--- config.mk ---
export PLATFORM = sky130hd
export DESIGN_NAME = multi_click_button_detector
export DESIGN_NICKNAME = d
export VERILOG_FILES = /design/src/hw/rtl/mcbd_pkg.sv /design/src/hw/rtl/mcbd_cfg.sv /design/src/hw/rtl/mcbd_core.sv /design/src/hw/rtl/mcbd_out_reg.sv /design/src/hw/rtl/multi_click_button_detector.sv
export SDC_FILE = /design/constraint.sdc
export NUM_CORES = 1
export LEC_CHECK = 0
export BUFFER_PORTS_ARGS = -buffer_cell sky130_fd_sc_hd__buf_2
export CELL_PAD_IN_SITES_DETAIL_PLACEMENT = 0
export CELL_PAD_IN_SITES_GLOBAL_PLACEMENT = 1
export CORE_UTILIZATION = 45
export DETAILED_ROUTE_END_ITERATION = 12
export MAX_ROUTING_LAYER = met4
export PLACE_DENSITY = 0.82
export SLEW_MARGIN = 40
export SYNTH_ARGS = -nofsm -noshare
export SYNTH_HDL_FRONTEND = slang
export SYNTH_SLANG_ARGS = --single-unit
--- constraint.sdc ---
create_clock -name aclk -period 8.4 [get_ports aclk]
set_clock_uncertainty 0.1 [all_clocks]
set_input_delay 0.84 -clock aclk [delete_from_list [all_inputs] [get_ports aclk]]
set_output_delay 0.84 -clock aclk [all_outputs]
set_load 0.01 [all_outputs]
--- src/hw/rtl/mcbd_pkg.sv ---
`default_nettype none

package mcbd_pkg;

    localparam int CountW  = 8;
    localparam int GapW    = 16;
    localparam int ClicksW = 4;
    localparam int CfgIdxW = 3;
    localparam int CfgDataW = 16;

    localparam logic [CountW-1:0]  CountMax  = '1;
    localparam logic [GapW-1:0]    GapMax    = '1;
    localparam logic [ClicksW-1:0] ClicksMax = '1;

    // Register indexes on the configuration channel
    localparam logic [CfgIdxW-1:0] RegSampleInterval = 3'd0;
    localparam logic [CfgIdxW-1:0] RegLongPressLimit = 3'd1;
    localparam logic [CfgIdxW-1:0] RegReleaseSamples = 3'd2;
    localparam logic [CfgIdxW-1:0] RegMinPressSamples = 3'd3;
    localparam logic [CfgIdxW-1:0] RegGapTicks       = 3'd4;

    localparam logic [CountW-1:0] RstSampleInterval  = 8'd10;
    localparam logic [CountW-1:0] RstLongPressLimit  = 8'd20;
    localparam logic [CountW-1:0] RstReleaseSamples  = 8'd3;
    localparam logic [CountW-1:0] RstMinPressSamples = 8'd1;
    localparam logic [GapW-1:0]   RstGapTicks        = 16'd500;

    typedef struct packed {
        logic [CountW-1:0] sample_interval;
        logic [CountW-1:0] long_press_limit;
        logic [CountW-1:0] release_samples;
        logic [CountW-1:0] min_press_samples;
        logic [GapW-1:0]   gap_ticks;
    } cfg_t;

    typedef struct packed {
        logic [ClicksW-1:0] click_count;
        logic               clicks_done;
        logic               long_press;
    } result_t;

endpackage

`default_nettype wire

--- src/hw/rtl/mcbd_cfg.sv ---
`default_nettype none

module mcbd_cfg
    import mcbd_pkg::*;
(
    input  wire logic                aclk,
    input  wire logic                aresetn,
    input  wire logic                cfg_valid,
    input  wire logic [CfgIdxW-1:0]  cfg_index,
    input  wire logic [CfgDataW-1:0] cfg_data,
    output cfg_t                     cfg
);

    cfg_t cfg_reg;

    always_ff @(posedge aclk) begin
        if (!aresetn) begin
            cfg_reg.sample_interval   <= RstSampleInterval;
            cfg_reg.long_press_limit  <= RstLongPressLimit;
            cfg_reg.release_samples   <= RstReleaseSamples;
            cfg_reg.min_press_samples <= RstMinPressSamples;
            cfg_reg.gap_ticks         <= RstGapTicks;
        end else if (cfg_valid) begin
            unique case (cfg_index)
                RegSampleInterval: begin
                    cfg_reg.sample_interval <= cfg_data[CountW-1:0];
                end
                RegLongPressLimit: begin
                    cfg_reg.long_press_limit <= cfg_data[CountW-1:0];
                end
                RegReleaseSamples: begin
                    cfg_reg.release_samples <= cfg_data[CountW-1:0];
                end
                RegMinPressSamples: begin
                    cfg_reg.min_press_samples <= cfg_data[CountW-1:0];
                end
                RegGapTicks: begin
                    cfg_reg.gap_ticks <= cfg_data[GapW-1:0];
                end
                default: begin
                end
            endcase
        end
    end

    assign cfg = cfg_reg;

endmodule

`default_nettype wire

--- src/hw/rtl/mcbd_core.sv ---
`default_nettype none

module mcbd_core
    import mcbd_pkg::*;
(
    input  wire logic  aclk,
    input  wire logic  aresetn,
    input  wire logic  step_en,
    input  wire logic  button_level,
    input  wire cfg_t  cfg,
    output result_t    result
);

    logic [CountW-1:0]  prescale_reg, prescale_next;
    logic [CountW-1:0]  held_reg, held_next;
    logic [CountW-1:0]  released_reg, released_next;
    logic [ClicksW-1:0] pending_reg, pending_next;
    logic [GapW-1:0]    ticks_reg, ticks_next;

    logic [CountW-1:0]  pre1, held1, held2, rel1;
    logic [ClicksW-1:0] pend1;
    logic [GapW-1:0]    ticks1, ticks2;
    logic               sample, long_press, click, done;

    always_comb begin
        pre1   = (prescale_reg == CountMax) ? CountMax : prescale_reg + 1'b1;
        ticks1 = (ticks_reg == GapMax) ? GapMax : ticks_reg + 1'b1;
        sample = pre1 > cfg.sample_interval;

        held1 = held_reg;
        rel1  = released_reg;
        if (sample) begin
            if (!button_level) begin
                held1 = (held_reg == CountMax) ? CountMax : held_reg + 1'b1;
                rel1  = '0;
            end else begin
                rel1 = (released_reg == CountMax) ? CountMax : released_reg + 1'b1;
            end
        end

        // The held count is cleared on a long press, so the flag repeats while held.
        long_press = held1 > cfg.long_press_limit;
        held2      = long_press ? '0 : held1;

        click  = (rel1 > cfg.release_samples) && (held2 > cfg.min_press_samples);
        pend1  = pending_reg;
        ticks2 = ticks1;
        if (click) begin
            pend1  = (pending_reg == ClicksMax) ? ClicksMax : pending_reg + 1'b1;
            ticks2 = '0;
        end

        done = (pend1 != '0) && (ticks2 > cfg.gap_ticks);

        prescale_next = (sample || click || done) ? '0 : pre1;
        held_next     = (click || done) ? '0 : held2;
        released_next = (click || done) ? '0 : rel1;
        pending_next  = done ? '0 : pend1;
        ticks_next    = ticks2;

        result.long_press  = long_press;
        result.clicks_done = done;
        result.click_count = done ? pend1 : '0;
    end

    always_ff @(posedge aclk) begin
        if (!aresetn) begin
            prescale_reg <= '0;
            held_reg     <= '0;
            released_reg <= '0;
            pending_reg  <= '0;
            ticks_reg    <= '0;
        end else if (step_en) begin
            prescale_reg <= prescale_next;
            held_reg     <= held_next;
            released_reg <= released_next;
            pending_reg  <= pending_next;
            ticks_reg    <= ticks_next;
        end
    end

endmodule

`default_nettype wire

--- src/hw/rtl/mcbd_out_reg.sv ---
`default_nettype none

module mcbd_out_reg
    import mcbd_pkg::*;
(
    input  wire logic       aclk,
    input  wire logic       aresetn,
    input  wire logic       load,
    input  wire result_t    result_in,
    output logic            can_load,
    output logic            m_tvalid,
    input  wire logic       m_tready,
    output result_t         m_result
);

    logic    valid_reg, valid_next;
    result_t data_reg;

    // A new word may enter when the register is empty or is being emptied now.
    assign can_load = !valid_reg || m_tready;

    always_comb begin
        valid_next = valid_reg;
        if (load) begin
            valid_next = 1'b1;
        end else if (m_tready) begin
            valid_next = 1'b0;
        end
    end

    always_ff @(posedge aclk) begin
        if (!aresetn) begin
            valid_reg <= 1'b0;
        end else begin
            valid_reg <= valid_next;
        end
    end

    always_ff @(posedge aclk) begin
        if (load) begin
            data_reg <= result_in;
        end
    end

    assign m_tvalid = valid_reg;
    assign m_result = data_reg;

endmodule

`default_nettype wire

--- src/hw/rtl/multi_click_button_detector.sv ---
// Multi-click button detector.
// Input stream: one word per timer tick; s_tdata[0] is the raw button level
// (0 = pressed). Output stream: one word per input word, carrying long_press,
// clicks_done and click_count. Thresholds are set through the cfg_* write
// channel (index 0 sample interval, 1 long press limit, 2 release samples,
// 3 minimum press samples, 4 gap ticks); cfg_ready is always high and writes
// should be made while no word is in flight.
// The result word is registered: it appears on m_tvalid in the cycle after the input
// word is taken. Throughput: one word per cycle while the receiver keeps up, set by
// the single pass through the counter update logic into the output register.
// Reset (aresetn low, synchronous) clears all counters and the output valid flag
// and restores the default thresholds.
// When the receiver stalls, the result stays in the output register and
// s_tready drops until it is taken; a word is accepted in the same cycle that
// the held result leaves.
`default_nettype none

module multi_click_button_detector
    import mcbd_pkg::*;
(
    input  wire logic                aclk,
    input  wire logic                aresetn,
    input  wire logic                s_tvalid,
    output logic                     s_tready,
    input  wire logic [7:0]          s_tdata,   // [0] button_level, [7:1] zero
    output logic                     m_tvalid,
    input  wire logic                m_tready,
    output logic [7:0]               m_tdata,   // [0] long_press, [1] clicks_done,
                                                // [5:2] click_count, [7:6] zero
    input  wire logic                cfg_valid,
    output logic                     cfg_ready,
    input  wire logic [CfgIdxW-1:0]  cfg_index,
    input  wire logic [CfgDataW-1:0] cfg_data
);

    cfg_t    cfg;
    result_t core_result;
    result_t out_result;
    logic    s_accept;

    assign cfg_ready = 1'b1;
    assign s_accept  = s_tvalid && s_tready;

    mcbd_cfg u_cfg (
        .aclk      (aclk),
        .aresetn   (aresetn),
        .cfg_valid (cfg_valid),
        .cfg_index (cfg_index),
        .cfg_data  (cfg_data),
        .cfg       (cfg)
    );

    mcbd_core u_core (
        .aclk         (aclk),
        .aresetn      (aresetn),
        .step_en      (s_accept),
        .button_level (s_tdata[0]),
        .cfg          (cfg),
        .result       (core_result)
    );

    mcbd_out_reg u_out (
        .aclk      (aclk),
        .aresetn   (aresetn),
        .load      (s_accept),
        .result_in (core_result),
        .can_load  (s_tready),
        .m_tvalid  (m_tvalid),
        .m_tready  (m_tready),
        .m_result  (out_result)
    );

    assign m_tdata = {2'b00, out_result.click_count, out_result.clicks_done,
                      out_result.long_press};

    // A count is reported only with a completed sequence, and never as zero.
    assert property (@(posedge aclk) disable iff (!aresetn)
        m_tvalid |-> (m_tdata[1] == (m_tdata[5:2] != 4'd0)))
        else $error("click_count and clicks_done disagree");

    // Every accepted tick yields a result word in the next cycle.
    assert property (@(posedge aclk) disable iff (!aresetn)
        s_accept |=> m_tvalid)
        else $error("accepted word produced no result");

    // A stalled result blocks the input side.
    assert property (@(posedge aclk) disable iff (!aresetn)
        (m_tvalid && !m_tready) |-> !s_tready)
        else $error("input accepted while result stalled");

    assert property (@(posedge aclk)
        !aresetn |=> !m_tvalid)
        else $error("output valid after reset");

endmodule

`default_nettype wire

==> results of run 1 <==
power groups by stage:
stage / sequential [mW] / combinational [mW] / clock (mW)
after global placement: 0.498 / 0.0693 / 0
after detailed placement: 0.499 / 0.0721 / 0
after global routing: 0.489 / 0.0810 / 0.524
after CTS: 0.488 / 0.0724 / 0.506
after floorplan: 0.498 / 0.0460 / 0
final: 0.488 / 0.0725 / 0.497
worst register-to-register path, delay by kind of cell (launching register included):
| kind | cells | cell delay [ns] |
|---|---|---|
| buffers and inverters | 6 | 0.92 |
| AOI/OAI and AO/OA | 15 | 2.77 |
| adders and majority gates | 5 | 1.39 |
| muxes | 1 | 0.48 |
| and+or+nand+nor | 8 | 1.36 |
| DFF | 1 | 0.43 |
cell usage in the layout (no fill, tap or decap), drive strengths merged, types with 3 or more instances in the layout:
| cell type | n |
|---|---|
| mux2i | 17 |
| o31ai | 11 |
| nand2b | 10 |
| clkbuf | 10 |
| nand3 | 36 |
| nor3 | 7 |
| conb | 3 |
| xor2 | 10 |
| a211oi | 3 |
| o211a | 4 |
| o211ai | 15 |
| and4 | 3 |
| edfxtp | 6 |
| inv | 57 |
| and2 | 4 |
| nand2 | 146 |
| ha | 53 |
| dfxtp | 93 |
| a31oi | 7 |
| bufinv | 3 |
| xnor2 | 5 |
| a32o | 8 |
| and3 | 15 |
| a21o | 8 |
| nand4 | 16 |
| or2 | 7 |
| o21a | 4 |
| nor2 | 37 |
| o21ai | 19 |
| a21oi | 93 |
| nor2b | 10 |
| buf | 45 |
through the flow:
step | utilization | hold WS, ns | area (sq um) | total power, mW
after floorplan | - | 0.3363 | 5851 | 0.5444
after global placement | 0.4896 | 0.3425 | 6178 | 0.5678
after detailed placement | 0.4902 | 0.3477 | 6186 | 0.5709
after CTS | 0.5186 | 0.3566 | 6545 | 1.066
after global routing | 0.5186 | 0.3707 | 6545 | 1.094
final | 0.5186 | 0.3552 | 6545 | 1.058
cells by family (layout without fill, tap and decap cells):
kind of cell	Yosys count	count (layout)	share of synthesized area
and+or+nand+nor	294	294	0.2288
AOI/OAI and AO/OA	180	180	0.1905
DFF	99	99	0.3492
buffers and inverters	91	117	0.06334
adders and majority gates	53	53	0.1134
muxes	18	18	0.03103
xor gates and xnor gates	15	15	0.02247
other	2	3	0.001284
area by class of cell:
type | instances | area, sq um | share of cell area
inverters | 56 | 212.7 | 0.03250
clock buffers | 10 | 250.2 | 0.03823
repair buffers | 45 | 270.3 | 0.04129
clock inverters | 6 | 108.9 | 0.01663
well taps | 172 | 215.2 | 0.03288
multi-input cells | 563 | 3446 | 0.5265
flip-flops and latches | 99 | 2042 | 0.3120
how the worst max path moves through the flow:
stage,endpoint,slack (ns),cells after the start
final,u_core.prescale_reg[0],0.85,35
after global routing,u_core.prescale_reg[0],0.34,37
after CTS,u_core.prescale_reg[0],0.97,36
after detailed placement,u_core.prescale_reg[0],1.07,37
after global placement,u_core.prescale_reg[0],1.13,36
after floorplan,u_core.released_reg[3],1.81,37
per-layer routing:
| metal | vias to the layer above | global-route usage | share of wire |
|---|---|---|---|
| met3 | 21 | 0.03400 | 0.040 |
| met5 | - | - | 0 |
| met4 | 0 | 0.08376 | 0.018 |
| li1 | 2650 | - | - |
| met1 | 2426 | 0.3163 | 0.49 |
| met2 | 103 | 0.3599 | 0.45 |
==> reports/summary.txt, run 1 <==
RUN
--------------------------------------------------------------------------------
Count of maximum capacitance violations                                        0

DETAILED ROUTING
--------------------------------------------------------------------------------
Vias                                                                       5,200
# DRC                                                                          0
Routed wire length per instance                                         15.13 um
Vias/cell                                                                  5.468
Number of nets with antenna violations after routing                           0
Initial DRC count                                                            375
Router iterations before antenna repair                                        5
Total detailed-routing wirelength                                      14,390 um

GRT
--------------------------------------------------------------------------------
Overall track demand over capacity in global routing                      0.2356
Via count of the first global-routing pass                                 4,755
Initial antenna violation count                                                0
First-pass GRT wire length                                             23,720 um
Global route overflow                                                          0
Maximum number of pins on one net before global-route repair                  56

DIE
--------------------------------------------------------------------------------
Area of the core                                                    0.01262 sq mm
Area enclosed by the die boundary                                   0.01345 sq mm
Standard-cell rows                                                            41
Die W                                                                   116.0 um
Chip height                                                             116.0 um
I/O pin count                                                                 43
Starting Density                                                          0.4633

HOLD PATH
--------------------------------------------------------------------------------
Launch point of the worst hold path                                 u_cfg.cfg[14]
Cell count of the worst hold path                                              2
Kind of path behind the tightest hold check                         flop to flop
Worst hold endpoint                                                 u_cfg.cfg[14]

WORST SETUP PATH
--------------------------------------------------------------------------------
Buf+Inv Stages, Crit Path                                                      6
Critical path data arrival time                                          7.69 ns
Worst setup path start                                              u_core.prescale_reg[0]
Endpoint class of the critical path                                         flop
Cell family contributing the most delay on the critical path        compound AO/OA/AOI/OAI gates
CP Data Required Time                                                    8.54 ns
Crit Path Class                                                     flop to flop
Maximum fanout count along the critical path                                  20
Origin of the critical flop-to-flop path                            u_core.prescale_reg[0]
CP startpoint kind                                                          flop
Capturing point of the worst reg2reg path                           u_core.prescale_reg[0]
Critical-path cell with the highest stage delay                          mux2i_1
Depth of the worst register-to-register path                                  35
Largest stage delay on the critical path                                 0.48 ns
Reg-to-reg setup timing slack                                            0.85 ns

PLACE
--------------------------------------------------------------------------------
Final weighted congestion in routability-driven placement                 0.8647
Number of cells in the design after placement                                935
Number of port buffers                                                        32
Post-placement setup slack                                              1.069 ns
DPL Wire Length                                                        10,460 um

YOSYS
--------------------------------------------------------------------------------
Number of synthesized register bits                                           99
Main synth FF type                                                       dfxtp_1
Number of flops mapped to enable cells by yosys                                6
Number of different library cells in the post-synthesis netlist               49
Biggest area contributors in the synthesized netlist                dfxtp_1 (32%), ha_1 (11%), nand2_1 (9.4%)
Share of the synthesized area in the top cell type                        0.3184
Instance count of the mapped netlist                                         752
Share of async-settable or async-resettable flops after synthesis              0
Top cells by instance count after synthesis                         nand2_1 (146), a21oi_1 (93), dfxtp_1 (93), inv_1 (54), ha_1 (53)
Synthesis Warnings                                                             0
Most frequent cell after synthesis                                       nand2_1
Seq/Total Area, Yosys                                                     0.3492
Avg Inst Size Synth                                                  7.775 sq um
Syn Std Cell Area                                                   0.005847 sq mm
Cell accounting for the most synthesized area                            dfxtp_1

CTS
--------------------------------------------------------------------------------
# hold bufs at CTS                                                             0
Number of post-CTS setup repair buffers                                        0
H-Tree Level Count                                                             3
Number of buffers inserted during clock tree synthesis                         9
Count of instances resized after the clock tree is built                       0
Clock latency reported for the late side of the worst-skew pair          0.35 ns
Clock tree sinks                                                              99
Clock transition at the registers of the reported paths                  0.07 ns
Maximum clock path buffer count                                                2
Buffer type at the clock tree root                                     clkbuf_16
CTS tree                                                                     yes

STA
--------------------------------------------------------------------------------
Headroom to the max-slew limit                                            0.5519
Peak clock frequency supported by timing                              0.1325 GHz
Tightest Pin Transition                                                0.6722 ns
Unrepaired setup endpoints after global routing                               no
Number of hold violations in the final report                                  0
Min Clock Period, post-route                                            7.549 ns
Number of max-slew violations in the final report                              0
Share of the clock period used by the worst path                          0.8987
Slack of the critical path                                             0.8512 ns
Accumulated negative setup slack                                            0 ns
Endpoints failing setup                                                        0

POWER AND IR DROP
--------------------------------------------------------------------------------
Reg power frac                                                             0.461
Combinational group share of total power                                   0.069
Power dissipated by switching net loads                                0.2420 mW
Switching share of power                                                  0.2289
Int Power                                                              0.8156 mW
Leakage                                                                 2.808 nW
Pwr per Cell Area                                                   161.6 mW/mm^2
Power share of the clock group                                             0.470
Worst IR drop on VDD                                                   0.1049 mV

STATUS
--------------------------------------------------------------------------------
Result of the run                                                      completed

LAYOUT
--------------------------------------------------------------------------------
Flip-flop count of the largest register after layout                          48
Fraction of final layout cells sized beyond drive strength 1             0.09628
Area grow syn2layout                                                      11.94%
Antenna diode count                                                            0
Fill cell instance count of the final layout                               1,229
Nets@finish                                                                  859
Post-route insts no fill                                                     951

(Power assumes the default switching activity.)
==> inputs of run 2 (changes only) <==
Settings changed: BUFFER_PORTS_ARGS -buffer_cell sky130_fd_sc_hd__buf_2 to default, CORE_UTILIZATION 45 to 48, DONT_BUFFER_PORTS from default to 1, PLACE_DENSITY 0.82 to 0.79.
==> reports/summary.txt, run 2 (synthesis results as in run 1) <==
STATUS
------------------------------------------------------------------------------
Result of the run                                                    completed

GRT
------------------------------------------------------------------------------
Via count of the first global-routing pass                               4,783
Maximum number of pins on one net before global-route repair                56
Overall track demand over capacity in global routing                    0.2421
Initial antenna violation count                                              0
First-pass GRT wire length                                           23,440 um
Global route overflow                                                        0

DIE
------------------------------------------------------------------------------
Area of the core                                                  0.01166 sq mm
Area enclosed by the die boundary                                 0.01263 sq mm
Starting Density                                                        0.5013
I/O pin count                                                               43
Chip height                                                           112.4 um
Standard-cell rows                                                          39
Die W                                                                 112.4 um

WORST SETUP PATH
------------------------------------------------------------------------------
Critical-path cell with the highest stage delay                        o211a_2
Largest stage delay on the critical path                               0.55 ns
Depth of the worst register-to-register path                                34
Maximum fanout count along the critical path                                22
Endpoint class of the critical path                                       flop
CP Data Required Time                                                  8.56 ns
CP startpoint kind                                                        flop
Critical path data arrival time                                        7.79 ns
Crit Path Class                                                   flop to flop

DETAILED ROUTING
------------------------------------------------------------------------------
Router iterations before antenna repair                                      5
Initial DRC count                                                          285
Total detailed-routing wirelength                                    13,930 um
Number of nets with antenna violations after routing                         0
Vias/cell                                                                5.686
Routed wire length per instance                                       15.74 um
# DRC                                                                        0
Vias                                                                     5,032

PLACE
------------------------------------------------------------------------------
Number of cells in the design after placement                              869
Number of port buffers                                                       0
DPL Wire Length                                                      10,340 um
Final weighted congestion in routability-driven placement               0.8552
Placed Instance Area                                              0.005939 sq mm
Post-placement setup slack                                           0.5685 ns

POWER AND IR DROP
------------------------------------------------------------------------------
Int Power                                                            0.7391 mW
Reg power frac                                                           0.506
Leakage                                                               2.606 nW
Power dissipated by switching net loads                              0.2282 mW
Combinational group share of total power                                 0.058
Switching share of power                                                0.2359
Overall Power                                                        0.9673 mW
Pwr per Cell Area                                                 155.1 mW/mm^2
Worst IR drop on VDD                                                 0.1061 mV
Power share of the clock group                                           0.436

HOLD PATH
------------------------------------------------------------------------------
Kind of path behind the tightest hold check                       flop to flop
Cell count of the worst hold path                                            2

CTS
------------------------------------------------------------------------------
CTS tree                                                                   yes
# hold bufs at CTS                                                           0
Buffer type at the clock tree root                                   clkbuf_16
Maximum clock path buffer count                                              2
Clock transition at the registers of the reported paths                0.07 ns
Number of buffers inserted during clock tree synthesis                       9
Clock latency reported for the late side of the worst-skew pair        0.35 ns
H-Tree Level Count                                                           3
Clock tree sinks                                                            99

STA
------------------------------------------------------------------------------
Slack of the critical path                                           0.7720 ns
Hold Worst Slack                                                     0.3546 ns
Tightest Pin Transition                                              0.7438 ns
Headroom to the max-slew limit                                          0.5042
Peak clock frequency supported by timing                            0.1311 GHz
Number of hold violations in the final report                                0
Share of the clock period used by the worst path                        0.9081
Number of max-slew violations in the final report                            0
Endpoints failing setup                                                      0
Accumulated negative setup slack                                          0 ns
Min Clock Period, post-route                                          7.628 ns
Unrepaired setup endpoints after global routing                             no

LAYOUT
------------------------------------------------------------------------------
Flip-flop count of the largest register after layout                        48
Area grow syn2layout                                                    6.634%
Commonest cells after routing, fill and taps aside                nand2_1 (146), a21oi_1 (93), dfxtp_1 (93)
Non-Filler Cell Area, Final                                       0.006235 sq mm
Post-route insts no fill                                                   885
Final Util                                                              0.5346
Fill cell instance count of the final layout                             1,133
Antenna diode count                                                          0
Most common library cell in the layout ignoring fill and taps          nand2_1
Nets@finish                                                                822
Fraction of final layout cells sized beyond drive strength 1           0.04987

RUN
------------------------------------------------------------------------------
Count of maximum capacitance violations                                      0

[run 2: changes by cell type in the layout (fill, tap and decap cells not counted)]
cell / before / now
buf_12: 1 / 0
inv_6: 1 / 0
buf_2: 32 / 0
clkinv_4: 0 / 1
o211a_2: 0 / 1
clkinv_1: 0 / 1
buf_4: 12 / 8
clkbuf_8: 0 / 1
clkbuf_16: 10 / 9
clkbuf_1: 0 / 1
bufinv_16: 3 / 1
o211a_1: 4 / 3
[run 2: power by group through the flow]
stage          logic [mW]  registers [mW]  clock network (mW)
6_report           0.0565           0.489               0.422
5_1_grt            0.0650           0.490               0.446
4_1_cts            0.0570           0.489               0.428
3_5_place_dp       0.0567           0.500                   0
3_3_place_gp       0.0547           0.500                   0
2_1_floorplan      0.0460           0.498                   0
[run 2: layout make-up]
class,instances,area (sq um),area share
Multi-Input combinational cell,563,3446,0.5527
Tap cell,143,178.9,0.02870
Inverter,56,212.7,0.03412
Timing Repair Buffer,8,60.06,0.009633
Clock buffer,11,242.7,0.03893
Sequential cell,99,2042,0.3275
Clock inverter,5,52.55,0.008429
[run 2: path summary, 6_finish.rpt]
kind	slack [ns]	from	end
hold reg to reg	0.35	u_cfg.cfg[38]	u_cfg.cfg[38]
hold / removal	0.35	u_cfg.cfg[38]	u_cfg.cfg[38]
setup reg to reg	0.77	u_core.prescale_reg[0]	u_core.prescale_reg[0]
setup / recovery	0.77	u_core.prescale_reg[0]	u_core.prescale_reg[0]
[run 2: worst max-delay path, delay by kind of cell (launching register included)]
family,cells,cell delay (ns)
AO/OA/AOI/OAI,17,3.48
adder cells (fa/ha/maj),5,1.41
buffers and inverters,3,0.44
flip-flops,1,0.41
multiplexers,1,0.30
AND/OR/NAND/NOR,8,1.36
[run 2: timing repair]
item / CTS / global route
setup endpoints to repair: 0 / 1
resized for setup: 0 / 1
buffers inserted: 0 / 0
[run 2: per-layer routing]
metal / GRT usage / wire, um / up-vias / share of wire
met3: 0.02916 / 388 / 23 / 0.028
met2: 0.4066 / 6816 / 86 / 0.49
li1: - / - / 2582 / -
met5: - / 0 / - / 0
met4: 0.1084 / 368 / 0 / 0.026
met1: 0.2920 / 6356 / 2341 / 0.46
==> inputs of run 3 (changes only) <==
Settings changed: CORE_MARGIN from default to 5, GPL_TIMING_DRIVEN from default to 0.
==> reports/summary.txt, run 3 (synthesis results as in run 1) <==
STATUS
------------------------------------------------------------------------------
Result of the run                                                    completed

STA
------------------------------------------------------------------------------
Endpoints failing setup                                                      0
Min Clock Period, post-route                                          7.801 ns
Headroom to the max-slew limit                                          0.5017
Peak clock frequency supported by timing                            0.1282 GHz
Share of the clock period used by the worst path                        0.9287
Number of max-slew violations in the final report                            0
Tightest Pin Transition                                              0.7474 ns
Slack of the critical path                                           0.5988 ns
Number of hold violations in the final report                                0

GRT
------------------------------------------------------------------------------
Initial antenna violation count                                              0
Overall track demand over capacity in global routing                    0.2261
Via count of the first global-routing pass                               4,956
Maximum number of pins on one net before global-route repair                17
Global route overflow                                                        0
First-pass GRT wire length                                           25,220 um

DETAILED ROUTING
------------------------------------------------------------------------------
Router iterations before antenna repair                                      5
Routed wire length per instance                                       16.90 um
Total detailed-routing wirelength                                    15,500 um
Vias                                                                     5,260
Number of nets with antenna violations after routing                         0
# DRC                                                                        0
Vias/cell                                                                5.736
Initial DRC count                                                          289

WORST SETUP PATH
------------------------------------------------------------------------------
Reg-to-reg setup timing slack                                          0.60 ns
CP startpoint kind                                                        flop
Cell family contributing the most delay on the critical path      compound AO/OA/AOI/OAI gates
Maximum fanout count along the critical path                                10
CP Data Required Time                                                  8.48 ns
Critical path's most frequent cell                                     a21oi_1
Crit Path Class                                                   flop to flop
Buf+Inv Stages, Crit Path                                                    6
Depth of the worst register-to-register path                                36
Endpoint class of the critical path                                       flop
Origin of the critical flop-to-flop path                          u_core.prescale_reg[0]
Worst setup path start                                            u_core.prescale_reg[0]
Critical path capture point                                       u_out.m_result[4]
Critical path data arrival time                                        7.88 ns
Critical path depth in cells                                                36
Largest stage delay on the critical path                               0.42 ns
Critical-path cell with the highest stage delay                        dfxtp_1
Capturing point of the worst reg2reg path                         u_out.m_result[4]

CTS
------------------------------------------------------------------------------
Clock tree sinks                                                            99
H-Tree Level Count                                                           3
Clock latency reported for the late side of the worst-skew pair        0.36 ns
Maximum clock path buffer count                                              2
Number of buffers inserted during clock tree synthesis                       9
Buffer type at the clock tree root                                   clkbuf_16
Clock transition at the registers of the reported paths                0.07 ns
# hold bufs at CTS                                                           0
CTS tree                                                                   yes

DIE
------------------------------------------------------------------------------
Standard-cell rows                                                          40
Area of the core                                                  0.01196 sq mm
Area enclosed by the die boundary                                 0.01449 sq mm
Die W                                                                 120.4 um
I/O pin count                                                               43
Chip height                                                           120.4 um
Starting Density                                                        0.4888

POWER AND IR DROP
------------------------------------------------------------------------------
Worst IR drop on VDD                                                 0.1216 mV
Leakage                                                               2.680 nW
Pwr per Cell Area                                                 154.0 mW/mm^2

LAYOUT
------------------------------------------------------------------------------
Post-route insts no fill                                                   917
Flip-flop count of the largest register after layout                        48
Antenna diode count                                                          0
Fill cell instance count of the final layout                             1,210
Commonest cells after routing, fill and taps aside                nand2_1 (146), dfxtp_1 (93), a21oi_1 (92)
Nets@finish                                                                850
Most common library cell in the layout ignoring fill and taps          nand2_1
Area grow syn2layout                                                    9.009%
Fraction of final layout cells sized beyond drive strength 1           0.06234

PLACE
------------------------------------------------------------------------------
Number of port buffers                                                       0
DPL Wire Length                                                      11,860 um
Final weighted congestion in routability-driven placement               0.8908
Number of cells in the design after placement                              900
Post-placement setup slack                                          -0.1028 ns

RUN
------------------------------------------------------------------------------
Count of maximum capacitance violations                                      0

HOLD PATH
------------------------------------------------------------------------------
Kind of path behind the tightest hold check                       flop to flop

-- run 3: cell types whose count changed in the layout (fill, tap and decap cells not counted), sizes merged --
| cell | previous run | this run |
|---|---|---|
| buf | 8 | 11 |
| inv | 56 | 58 |
| clkbuf | 11 | 36 |
| clkinv | 4 | 2 |
-- run 3: what timing repair did --
item	4_1_cts	5_1_grt
resized for setup	2	11
pin swaps	0	2
setup endpoints to repair	20	33
setup buffers	0	1
-- run 3: where the power goes --
group | total (mW) | internal [mW] | leakage [nW] | switching, mW
Sequential | 0.489 | 0.483 | 0.813 | 0.00626
Clock | 0.429 | 0.241 | 0.150 | 0.188
Combinational | 0.0636 | 0.0205 | 1.72 | 0.0431
-- run 3: through the flow --
step	hold WS, ns	power (mW)	util	instance area (sq um)	setup TNS [ns]
after floorplan	0.3363	0.5444	-	5851	0
after global placement	0.3459	0.5614	0.5045	6035	0
after detailed placement	0.3468	0.5633	0.5045	6035	-0.7832
after CTS	0.3555	0.9907	0.5301	6341	0
after global routing	0.3783	1.023	0.5328	6374	-0.002516
final	0.3530	0.9815	0.5328	6374	0
-- run 3: layout make-up --
| type | instances | area (sq um) | area share |
|---|---|---|---|
| sequential | 99 | 2042 | 0.3204 |
| clock inverter | 5 | 58.81 | 0.009227 |
| clock buffer | 11 | 242.7 | 0.03808 |
| tap | 147 | 183.9 | 0.02886 |
| multi-input combinational | 563 | 3461 | 0.5430 |
| inverter | 56 | 212.7 | 0.03337 |
| timing repair buffer | 1 | 7.507 | 0.001178 |
| buffer | 35 | 165.2 | 0.02591 |
-- run 3: worst reg2reg max path, delay by kind of cell (launching register included) --
kind            cells  cell delay [ns]
buf+inv             6             1.18
simple gates        9             1.82
compound gates     15             2.50
mux                 1             0.31
flops               1             0.42
fa+ha+maj           5             1.35
-- run 3: worst min-delay path by stage --
stage	to	start	cells past startpoint
floorplan	u_cfg.cfg[10]	u_cfg.cfg[10]	2
global placement	u_cfg.cfg[14]	u_cfg.cfg[14]	2
detailed placement	u_cfg.cfg[33]	u_cfg.cfg[33]	2
CTS	u_cfg.cfg[33]	u_cfg.cfg[33]	2
global route	u_cfg.cfg[33]	u_cfg.cfg[33]	2
finish	u_cfg.cfg[33]	u_cfg.cfg[33]	2
-- run 3: routing by layer --
layer / vias to the layer above / part of all wire / track usage
li1: 2646 / - / -
met1: 2476 / 0.44 / 0.2708
met2: 111 / 0.48 / 0.3776
met3: 27 / 0.043 / 0.05098
met4: 0 / 0.028 / 0.07578
met5: - / 0 / -
